$ cat config.mk
export PLATFORM = sky130hd
export DESIGN_NAME = gain_clip_band_rms_meter
export DESIGN_NICKNAME = d
export VERILOG_FILES = /design/src/hdl/gcbrm_pkg.sv /design/src/hdl/gcbrm_root_div.sv /design/src/hdl/gain_clip_band_rms_meter.sv
export SDC_FILE = /design/constraint.sdc
export NUM_CORES = 2
export LEC_CHECK = 0
export BUFFER_PORTS_ARGS = -buffer_cell sky130_fd_sc_hd__buf_4
export CAP_MARGIN = 20
export CORE_UTILIZATION = 55
export CTS_CLUSTER_DIAMETER = 40
export DETAILED_ROUTE_END_ITERATION = 10
export PLACE_DENSITY = 0.74
export SKIP_CTS_REPAIR_TIMING = 1
export SYNTH_ARGS = -nofsm -noshare
export SYNTH_HDL_FRONTEND = slang
export SYNTH_SLANG_ARGS = --single-unit
$ cat constraint.sdc
create_clock -name clk -period 8.43 [get_ports clk]
set_input_delay 2.529 -clock clk [delete_from_list [all_inputs] [get_ports clk]]
set_output_delay 2.529 -clock clk [all_outputs]
set_load 0.02 [all_outputs]
$ cat src/hdl/gcbrm_pkg.sv
`timescale 1ns / 1ps
// Shared constants and handshake structs for the gain, clip and band RMS meter.
package gcbrm_pkg;

    localparam int SAMPLE_W  = 16;
    localparam int GAIN_W    = 16;
    localparam int LEN_W     = 14;
    localparam int POS_W     = 13;
    localparam int BAND_W    = 5;
    localparam int RMS_W     = 15;
    localparam int SUM_W     = 44;
    localparam int REM_W     = 13;
    localparam int ROOT_W    = 31;   // subtractor and square-root working width
    localparam int STEP_W    = 6;
    localparam int CFG_IDX_W = 2;

    localparam int BAND_SHIFT = 5;   // 32 bands per frame
    localparam int GAIN_FRAC  = 14;

    localparam logic [GAIN_W-1:0] GAIN_MAX  = 16'd32768;
    localparam logic [LEN_W-1:0]  LEN_MIN   = 14'd32;
    localparam logic [LEN_W-1:0]  LEN_MAX   = 14'd8192;
    localparam logic [BAND_W-1:0] LAST_BAND = 5'd31;
    localparam logic [RMS_W-1:0]  RMS_MAX   = 15'd32767;

    localparam logic [STEP_W-1:0] DIV_STEPS  = 6'd43;  // one quotient bit per step
    localparam logic [STEP_W-1:0] ROOT_STEPS = 6'd15;  // one root bit per step

    // configuration register indexes
    localparam logic [CFG_IDX_W-1:0] REG_PLAYING   = 2'd0;
    localparam logic [CFG_IDX_W-1:0] REG_GAIN      = 2'd1;
    localparam logic [CFG_IDX_W-1:0] REG_FRAME_LEN = 2'd2;

    typedef struct packed {
        logic             start;
        logic [SUM_W-1:0] dividend;
        logic [LEN_W-1:0] divisor;
    } root_req_t;

    typedef struct packed {
        logic             done;
        logic [RMS_W-1:0] root;
    } root_rsp_t;

endpackage

$ cat src/hdl/gcbrm_root_div.sv
`timescale 1ns / 1ps
// Iterative mean-square divider and integer square root on one shared subtractor.
module gcbrm_root_div
(
    input  logic                  clk,
    input  logic                  rst_n,
    input  gcbrm_pkg::root_req_t  req,
    output gcbrm_pkg::root_rsp_t  rsp
);
    import gcbrm_pkg::*;

    typedef enum logic [3:0] {
        R_IDLE = 4'b0001,
        R_DIV  = 4'b0010,
        R_SQRT = 4'b0100,
        R_DONE = 4'b1000
    } rstate_t;

    rstate_t             state_reg, state_next;
    logic [STEP_W-1:0]   step_reg, step_next;
    logic [SUM_W-1:0]    quo_reg, quo_next;
    logic [REM_W-1:0]    rem_reg, rem_next;
    logic [LEN_W-1:0]    dvs_reg, dvs_next;
    logic [ROOT_W-1:0]   v_reg, v_next;
    logic [ROOT_W-1:0]   res_reg, res_next;
    logic [ROOT_W-1:0]   bit_reg, bit_next;
    logic [RMS_W-1:0]    root_reg, root_next;

    // shared compare-subtract unit
    logic [ROOT_W-1:0]   op_a, op_b;
    logic [ROOT_W:0]     diff;
    logic                ge;
    logic [LEN_W-1:0]    trial;
    logic [ROOT_W-1:0]   res_step;

    assign trial = {rem_reg, quo_reg[SUM_W-1]};

    always_comb
    begin
        if (state_reg == R_SQRT)
        begin
            op_a = v_reg;
            op_b = res_reg | bit_reg;   // res and bit never overlap
        end
        else
        begin
            op_a = {{(ROOT_W-LEN_W){1'b0}}, trial};
            op_b = {{(ROOT_W-LEN_W){1'b0}}, dvs_reg};
        end
    end

    assign diff     = {1'b0, op_a} - {1'b0, op_b};
    assign ge       = ~diff[ROOT_W];
    assign res_step = ge ? ((res_reg >> 1) | bit_reg) : (res_reg >> 1);

    always_comb
    begin
        state_next = state_reg;
        step_next  = step_reg;
        quo_next   = quo_reg;
        rem_next   = rem_reg;
        dvs_next   = dvs_reg;
        v_next     = v_reg;
        res_next   = res_reg;
        bit_next   = bit_reg;
        root_next  = root_reg;
        case (state_reg)
            R_IDLE:
            begin
                if (req.start)
                begin
                    quo_next   = req.dividend;
                    dvs_next   = req.divisor;
                    rem_next   = '0;
                    step_next  = DIV_STEPS;
                    state_next = R_DIV;
                end
            end
            R_DIV:
            begin
                rem_next = ge ? diff[REM_W-1:0] : trial[REM_W-1:0];
                quo_next = {quo_reg[SUM_W-2:0], ge};
                if (step_reg == '0)
                begin
                    // quotient never exceeds a full-scale square
                    v_next     = quo_next[ROOT_W-1:0];
                    res_next   = '0;
                    bit_next   = {1'b1, {(ROOT_W-1){1'b0}}};
                    step_next  = ROOT_STEPS;
                    state_next = R_SQRT;
                end
                else
                begin
                    step_next = step_reg - 1'b1;
                end
            end
            R_SQRT:
            begin
                if (ge)
                begin
                    v_next = diff[ROOT_W-1:0];
                end
                res_next = res_step;
                bit_next = bit_reg >> 2;
                if (step_reg == '0)
                begin
                    // a band of full negative scale gives 32768: clip
                    root_next  = (res_step > {{(ROOT_W-RMS_W){1'b0}}, RMS_MAX})
                                 ? RMS_MAX : res_step[RMS_W-1:0];
                    state_next = R_DONE;
                end
                else
                begin
                    step_next = step_reg - 1'b1;
                end
            end
            R_DONE:
            begin
                state_next = R_IDLE;
            end
            default:
            begin
                state_next = R_IDLE;
            end
        endcase
    end

    always_ff @(posedge clk or negedge rst_n)
    begin
        if (!rst_n)
        begin
            state_reg <= R_IDLE;
            step_reg  <= '0;
        end
        else
        begin
            state_reg <= state_next;
            step_reg  <= step_next;
        end
    end

    always_ff @(posedge clk)
    begin
        quo_reg  <= quo_next;
        rem_reg  <= rem_next;
        dvs_reg  <= dvs_next;
        v_reg    <= v_next;
        res_reg  <= res_next;
        bit_reg  <= bit_next;
        root_reg <= root_next;
    end

    assign rsp.done = (state_reg == R_DONE);
    assign rsp.root = root_reg;

endmodule

$ cat src/hdl/gain_clip_band_rms_meter.sv
`timescale 1ns / 1ps
// Top level: gain, saturation, band framing and RMS level metering.
// A playing beat passes through scale, saturate, square and accumulate to the output;
// one that closes a band also waits on the divider and square root on the shared subtractor.
// A stopped beat goes straight to the output. One beat in flight: the next is taken the
// cycle after the result is registered, and the output register may wait on out_stall.
// Reset (async, active low) restores playing=0, gain=unity x2, length=1024
// and clears frame position, band, sample count and sum of squares.
module gain_clip_band_rms_meter
(
    input  logic                                 clk,
    input  logic                                 rst_n,
    // configuration write port
    input  logic                                 cfg_we,
    input  logic [gcbrm_pkg::CFG_IDX_W-1:0]      cfg_index,
    input  logic [gcbrm_pkg::GAIN_W-1:0]         cfg_data,
    // sample input
    input  logic                                 in_valid,
    output logic                                 in_stall,
    input  logic signed [gcbrm_pkg::SAMPLE_W-1:0] sample_in,
    // result output
    output logic                                 out_valid,
    input  logic                                 out_stall,
    output logic signed [gcbrm_pkg::SAMPLE_W-1:0] sample_out,
    output logic                                 band_valid,
    output logic [gcbrm_pkg::BAND_W-1:0]         band_index,
    output logic [gcbrm_pkg::RMS_W-1:0]          band_rms,
    output logic                                 frame_last
);
    import gcbrm_pkg::*;

    typedef enum logic [6:0] {
        S_IDLE   = 7'b0000001,
        S_SCALE  = 7'b0000010,
        S_SAT    = 7'b0000100,
        S_SQUARE = 7'b0001000,
        S_ACC    = 7'b0010000,
        S_ROOT   = 7'b0100000,
        S_OUT    = 7'b1000000
    } state_t;

    state_t state_reg;

    // configuration
    logic                 playing_reg;
    logic [GAIN_W-1:0]    gain_reg;
    logic [LEN_W-1:0]     frame_len_reg;

    // metering state
    logic [POS_W-1:0]     pos_reg;
    logic [BAND_W-1:0]    band_reg;
    logic [POS_W-1:0]     count_reg;
    logic [SUM_W-1:0]     sum_reg;

    // per-beat working registers
    logic signed [SAMPLE_W-1:0] sample_reg;
    logic signed [31:0]         prod_reg;
    logic signed [SAMPLE_W-1:0] y_reg;
    logic                       bvalid_reg;
    logic [BAND_W-1:0]          bindex_reg;
    logic [RMS_W-1:0]           rms_reg;
    logic                       last_reg;

    // output register
    logic                       ovalid_reg;
    logic signed [SAMPLE_W-1:0] osample_reg;
    logic                       obvalid_reg;
    logic [BAND_W-1:0]          obindex_reg;
    logic [RMS_W-1:0]           orms_reg;
    logic                       olast_reg;

    root_req_t root_req;
    root_rsp_t root_rsp;

    // --- shared 17x17 signed multiplier: gain in SCALE, square in SQUARE ---
    logic [GAIN_W-1:0]   gain_eff;
    logic signed [16:0]  mul_a, mul_b;
    logic signed [33:0]  mul_p;

    assign gain_eff = (gain_reg > GAIN_MAX) ? GAIN_MAX : gain_reg;

    always_comb
    begin
        if (state_reg == S_SCALE)
        begin
            mul_a = {sample_reg[SAMPLE_W-1], sample_reg};
            mul_b = $signed({1'b0, gain_eff});
        end
        else
        begin
            mul_a = {y_reg[SAMPLE_W-1], y_reg};
            mul_b = {y_reg[SAMPLE_W-1], y_reg};
        end
    end

    assign mul_p = mul_a * mul_b;

    // --- round Q3.29 to Q1.15 (add half, floor) and saturate ---
    logic signed [31:0] rnd;
    logic signed [17:0] scaled;
    logic signed [SAMPLE_W-1:0] y_sat;

    assign rnd    = prod_reg + 32'sd8192;
    assign scaled = rnd[31:GAIN_FRAC];

    always_comb
    begin
        if (scaled > 18'sd32767)
        begin
            y_sat = 16'sh7FFF;
        end
        else if (scaled < -18'sd32768)
        begin
            y_sat = 16'sh8000;
        end
        else
        begin
            y_sat = scaled[SAMPLE_W-1:0];
        end
    end

    // --- band and frame boundaries ---
    logic [LEN_W-1:0] len_eff;
    logic [LEN_W-1:0] per_band;
    logic [LEN_W-1:0] pos_inc;
    logic [LEN_W-1:0] count_inc;
    logic [SUM_W-1:0] sum_new;
    logic             frame_end;
    logic             band_end;

    always_comb
    begin
        if (frame_len_reg < LEN_MIN)
        begin
            len_eff = LEN_MIN;
        end
        else if (frame_len_reg > LEN_MAX)
        begin
            len_eff = LEN_MAX;
        end
        else
        begin
            len_eff = frame_len_reg;
        end
    end

    assign per_band  = len_eff >> BAND_SHIFT;
    assign pos_inc   = {1'b0, pos_reg} + 1'b1;
    assign count_inc = {1'b0, count_reg} + 1'b1;
    assign sum_new   = sum_reg + {{(SUM_W-31){1'b0}}, prod_reg[30:0]};
    assign frame_end = (pos_inc >= len_eff);
    // the last band only closes with the frame, so it soaks up the remainder
    assign band_end  = frame_end ||
                       ((band_reg < LAST_BAND) && (count_inc >= per_band));

    assign root_req.start    = (state_reg == S_ACC) && band_end;
    assign root_req.dividend = sum_new;
    assign root_req.divisor  = count_inc;

    gcbrm_root_div u_root_div
    (
        .clk   (clk),
        .rst_n (rst_n),
        .req   (root_req),
        .rsp   (root_rsp)
    );

    // --- configuration registers ---
    always_ff @(posedge clk or negedge rst_n)
    begin
        if (!rst_n)
        begin
            playing_reg   <= 1'b0;
            gain_reg      <= GAIN_MAX;
            frame_len_reg <= 14'd1024;
        end
        else if (cfg_we)
        begin
            case (cfg_index)
                REG_PLAYING:   playing_reg   <= cfg_data[0];
                REG_GAIN:      gain_reg      <= cfg_data;
                REG_FRAME_LEN: frame_len_reg <= cfg_data[LEN_W-1:0];
                default:       ;
            endcase
        end
    end

    // --- sequencer and metering state ---
    logic out_free;
    assign out_free = !ovalid_reg || !out_stall;

    always_ff @(posedge clk or negedge rst_n)
    begin
        if (!rst_n)
        begin
            state_reg  <= S_IDLE;
            pos_reg    <= '0;
            band_reg   <= '0;
            count_reg  <= '0;
            sum_reg    <= '0;
            ovalid_reg <= 1'b0;
        end
        else
        begin
            // a new beat may load the output register as the old one leaves
            if ((state_reg == S_OUT) && out_free)
            begin
                ovalid_reg <= 1'b1;
            end
            else if (!out_stall)
            begin
                ovalid_reg <= 1'b0;
            end
            case (state_reg)
                S_IDLE:
                begin
                    if (in_valid)
                    begin
                        // silence skips the datapath and leaves metering untouched
                        state_reg <= playing_reg ? S_SCALE : S_OUT;
                    end
                end
                S_SCALE:  state_reg <= S_SAT;
                S_SAT:    state_reg <= S_SQUARE;
                S_SQUARE: state_reg <= S_ACC;
                S_ACC:
                begin
                    if (band_end)
                    begin
                        sum_reg   <= '0;
                        count_reg <= '0;
                        // frame end restarts at the first band
                        band_reg  <= frame_end ? '0 : band_reg + 1'b1;
                    end
                    else
                    begin
                        sum_reg   <= sum_new;
                        count_reg <= count_inc[POS_W-1:0];
                    end
                    if (frame_end)
                    begin
                        pos_reg <= '0;
                    end
                    else
                    begin
                        pos_reg <= pos_inc[POS_W-1:0];
                    end
                    state_reg <= band_end ? S_ROOT : S_OUT;
                end
                S_ROOT:
                begin
                    if (root_rsp.done)
                    begin
                        state_reg <= S_OUT;
                    end
                end
                S_OUT:
                begin
                    if (out_free)
                    begin
                        state_reg <= S_IDLE;
                    end
                end
                default:
                begin
                    state_reg <= S_IDLE;
                end
            endcase
        end
    end

    // --- datapath registers ---
    always_ff @(posedge clk)
    begin
        case (state_reg)
            S_IDLE:
            begin
                sample_reg <= sample_in;
                y_reg      <= '0;
                bvalid_reg <= 1'b0;
                bindex_reg <= '0;
                rms_reg    <= '0;
                last_reg   <= 1'b0;
            end
            S_SCALE:  prod_reg <= mul_p[31:0];
            S_SAT:    y_reg    <= y_sat;
            S_SQUARE: prod_reg <= mul_p[31:0];
            S_ACC:
            begin
                bvalid_reg <= band_end;
                bindex_reg <= band_end ? band_reg : '0;
                last_reg   <= frame_end;
            end
            S_ROOT:
            begin
                if (root_rsp.done)
                begin
                    rms_reg <= root_rsp.root;
                end
            end
            S_OUT:
            begin
                if (out_free)
                begin
                    osample_reg <= y_reg;
                    obvalid_reg <= bvalid_reg;
                    obindex_reg <= bindex_reg;
                    orms_reg    <= rms_reg;
                    olast_reg   <= last_reg;
                end
            end
            default: ;
        endcase
    end

    assign in_stall   = (state_reg != S_IDLE);
    assign out_valid  = ovalid_reg;
    assign sample_out = osample_reg;
    assign band_valid = obvalid_reg;
    assign band_index = obindex_reg;
    assign band_rms   = orms_reg;
    assign frame_last = olast_reg;

endmodule
==> key figures <==
Outcome
  • Outcome: finished, final reports clean

Worst hold path
  • Worst Min Path Start: rms_reg[2]$_SDFFCE_PN0P_
  • Hold Path Class: reg2reg

Flow run
  • Max Cap Violations: 0

STA
  • Setup violations, final: 0
  • Period utilization: between 90 and 100%
  • Fmax: between 100 and 150 MHz
  • Max-slew violation count: 0
  • Max_slew headroom: between 20% and 30%
  • Min Tclk post-route: about 8.0 ns
  • Post-route worst setup slack: 0.393 ns
  • Final clock skew: 0.0258 ns
  • Final hold violation count: 0
  • Worst slew pin tran: 1.08 ns

Synth
  • Seq/Total Area, Yosys: 37.5%
  • Ys async rst share: around 30%
  • Syn Inst Count: about 3100
  • Ys flop type: edfxtp_1
  • Syn Nets: 3623
  • YS warnings: 0
  • Post-synth EDFFs: roughly 290
  • Post-Syn Area: between 30000 and 40000 um^2
  • Mean Syn Cell Area: about 10 um^2
  • Netlist cell types: 84
  • Register bit total from synthesis: roughly 410

Global routing
  • Tot GR Track Use: 29.1%
  • Initial antenna violation count: 1
  • Largest net degree at the start of global routing: 78
  • Total gr overflow: 0
  • Vias in the first global route: between 20000 and 25000
  • First-pass GRT wire length: 129000 um

Floorplanning
  • Initial Util: 55.6%
  • Cell row count: just under 90
  • Die width: around 240 um
  • Ports: 79
  • Core outline area: between 50000 and 60000 um^2
  • Die Height: between 200 and 250 um
  • Die Area: 57900 um^2

Detailed routing
  • Post-route ant nets: 0
  • Number of vias per cell: 5.79
  • Top Layer Used: met4
  • DR vias: about 23000
  • 1st-pass router iterations: 8
  • Met2 wire length: 40700 um
  • Initial DRC count: around 2000
  • Met3 wire length: about 4300 um
  • Final WL: roughly 80000 um
  • Met1 Routed Length: ~32000 um
  • Routed wire per std cell: 20.1 um
  • Post-route DRC: 0

Cells and area
  • Layout area overhead: 12.9%
  • Final core utilization: 62.8%
  • Antenna Cells: 0
  • Share of layout cells above drive strength 1: between 10% and 20%
  • Final net count: between 3000 and 4000
  • Commonest non-fill, non-tap cell in the layout: inv_1
  • Most frequent cells in the layout: 416 x inv_1, 413 x nand2_1, 288 x edfxtp_1

Setup path
  • Worst r2r src: state_reg[3]$_DFFE_PN0P_
  • CP Launch Point: state_reg[3]$_DFFE_PN0P_
  • Nature of the critical path startpoint: register
  • CP endpoint kind: register
  • CP Data Arrival Time: 8.37 ns
  • Worst-path fanout max: 13
  • Critical path class: reg2reg
  • Worst Path Required: 8.76 ns

Clock tree
  • CTS tree: yes
  • Clock transition at path regs: 0.06 ns
  • CTS buffer count: 68
  • CTS max path bufs: 3
  • H-tree depth: 3
  • CTS sink cnt: 412
  • Clk root buf: clkbuf_16
  • Clk Latency, worst-skew pair: around 0.6 ns

Placement
  • Place WS: 0.219 ns
  • Final GP Congestion: 1.04
  • Input/output buffers: between 70 and 80
  • Post-DP HPWL: 62300 um
## cell families after synthesis
family	share of synthesized area, %
simple gates	14.5
flops	37.5
compound gates	11.1
fa+ha+maj	24.6
mux	2.02
xor+xnor	3.75
buf+inv	6.45
## final cells by class
type | count | area, um^2
Fill cell | 4511 | 20900
Sequential cell | 412 | 11800
Tap cell | 756 | 946
Clock inverter | 49 | 591
Clock buffer | 76 | 1760
Inverter | 419 | 1570
Timing Repair Buffer | 149 | 1130
Multi-Input combinational cell | 2199 | 17600
## path summary, 6_finish.rpt
check                      cells past startpoint  slack (ns)                       to
max in group asynchronous                      2        5.02  sum_reg[19]$_DFFE_PN0N_
setup / recovery                              26        0.39   prod_reg[31]$_DFFE_PP_
hold reg to reg                                0        0.42    band_rms[2]$_DFFE_PP_
hold / removal                                 0        0.42    band_rms[2]$_DFFE_PP_
min in group asynchronous                      1        2.07   pos_reg[7]$_DFFE_PN0N_
setup reg to reg                              26        0.39   prod_reg[31]$_DFFE_PP_
## synth_stat cells (13+ instances only)
library cell | number | area, um^2
a211oi_1 | 13 | 97.6
a21o_1 | 40 | 300
a21oi_1 | 109 | 546
a22o_1 | 16 | 140
a22oi_1 | 16 | 120
a31oi_1 | 14 | 87.6
and2_1 | 24 | 150
and3_1 | 64 | 400
clkbuf_1 | 84 | 315
dfrtp_1 | 120 | 3000
edfxtp_1 | 288 | 8650
fa_1 | 277 | 5550
ha_1 | 173 | 2160
inv_1 | 417 | 1570
mux2_2 | 33 | 372
mux2i_1 | 26 | 260
nand2_1 | 416 | 1560
nand2b_1 | 42 | 263
nand3_1 | 49 | 245
nand4_1 | 18 | 113
nor2_1 | 272 | 1020
nor2b_1 | 15 | 93.8
nor3_1 | 20 | 100
nor4_1 | 14 | 87.6
o21a_1 | 13 | 97.6
o21ai_0 | 206 | 1030
o21bai_1 | 13 | 97.6
o31ai_1 | 28 | 210
or3_1 | 19 | 119
xnor2_1 | 84 | 736
xor2_1 | 50 | 438
## metrics by stage
stage | setup TNS [ns] | area [um^2] | hold slack, ns | cells
2_1_floorplan | 0 | 31300 | 0.400 | 3134
3_3_place_gp | 0 | 33000 | 0.405 | 3933
3_5_place_dp | 0 | 33000 | 0.409 | 3933
4_1_cts | 0 | 35300 | 0.423 | 4058
5_1_grt | -0.0224 | 35400 | 0.426 | 4060
6_report | 0 | 35400 | 0.420 | 4060
## metal layers
metal	track usage (%)	vias up
met4	17.1	0
met1	36.2	11600
met5	0	-
met3	3.77	216
met2	48.9	844
li1	-	10800
## worst max-delay path: stages (launching register included)
cell and delay [ns]:
dfrtp_1 0.46, nor3_4 0.26, nand4b_1 0.25, buf_4 0.28, nand2_1 0.11, a21boi_0 0.27, buf_4 0.26, nor2_1 0.09
fa_1 0.59, inv_1 0.15, fa_1 0.57, inv_1 0.09, fa_1 0.55, fa_1 0.45, fa_1 0.56, inv_1 0.06
fa_1 0.53, inv_1 0.04, ha_1 0.32, nor2b_1 0.15, or2_2 0.27, a221oi_1 0.23, o21ai_1 0.15, or3_1 0.38
a311oi_2 0.38, a21oi_1 0.14, xnor2_1 0.14
Power is not shown: default switching activity piles up to over one toggle a cycle in this logic, so the estimate is an artifact.
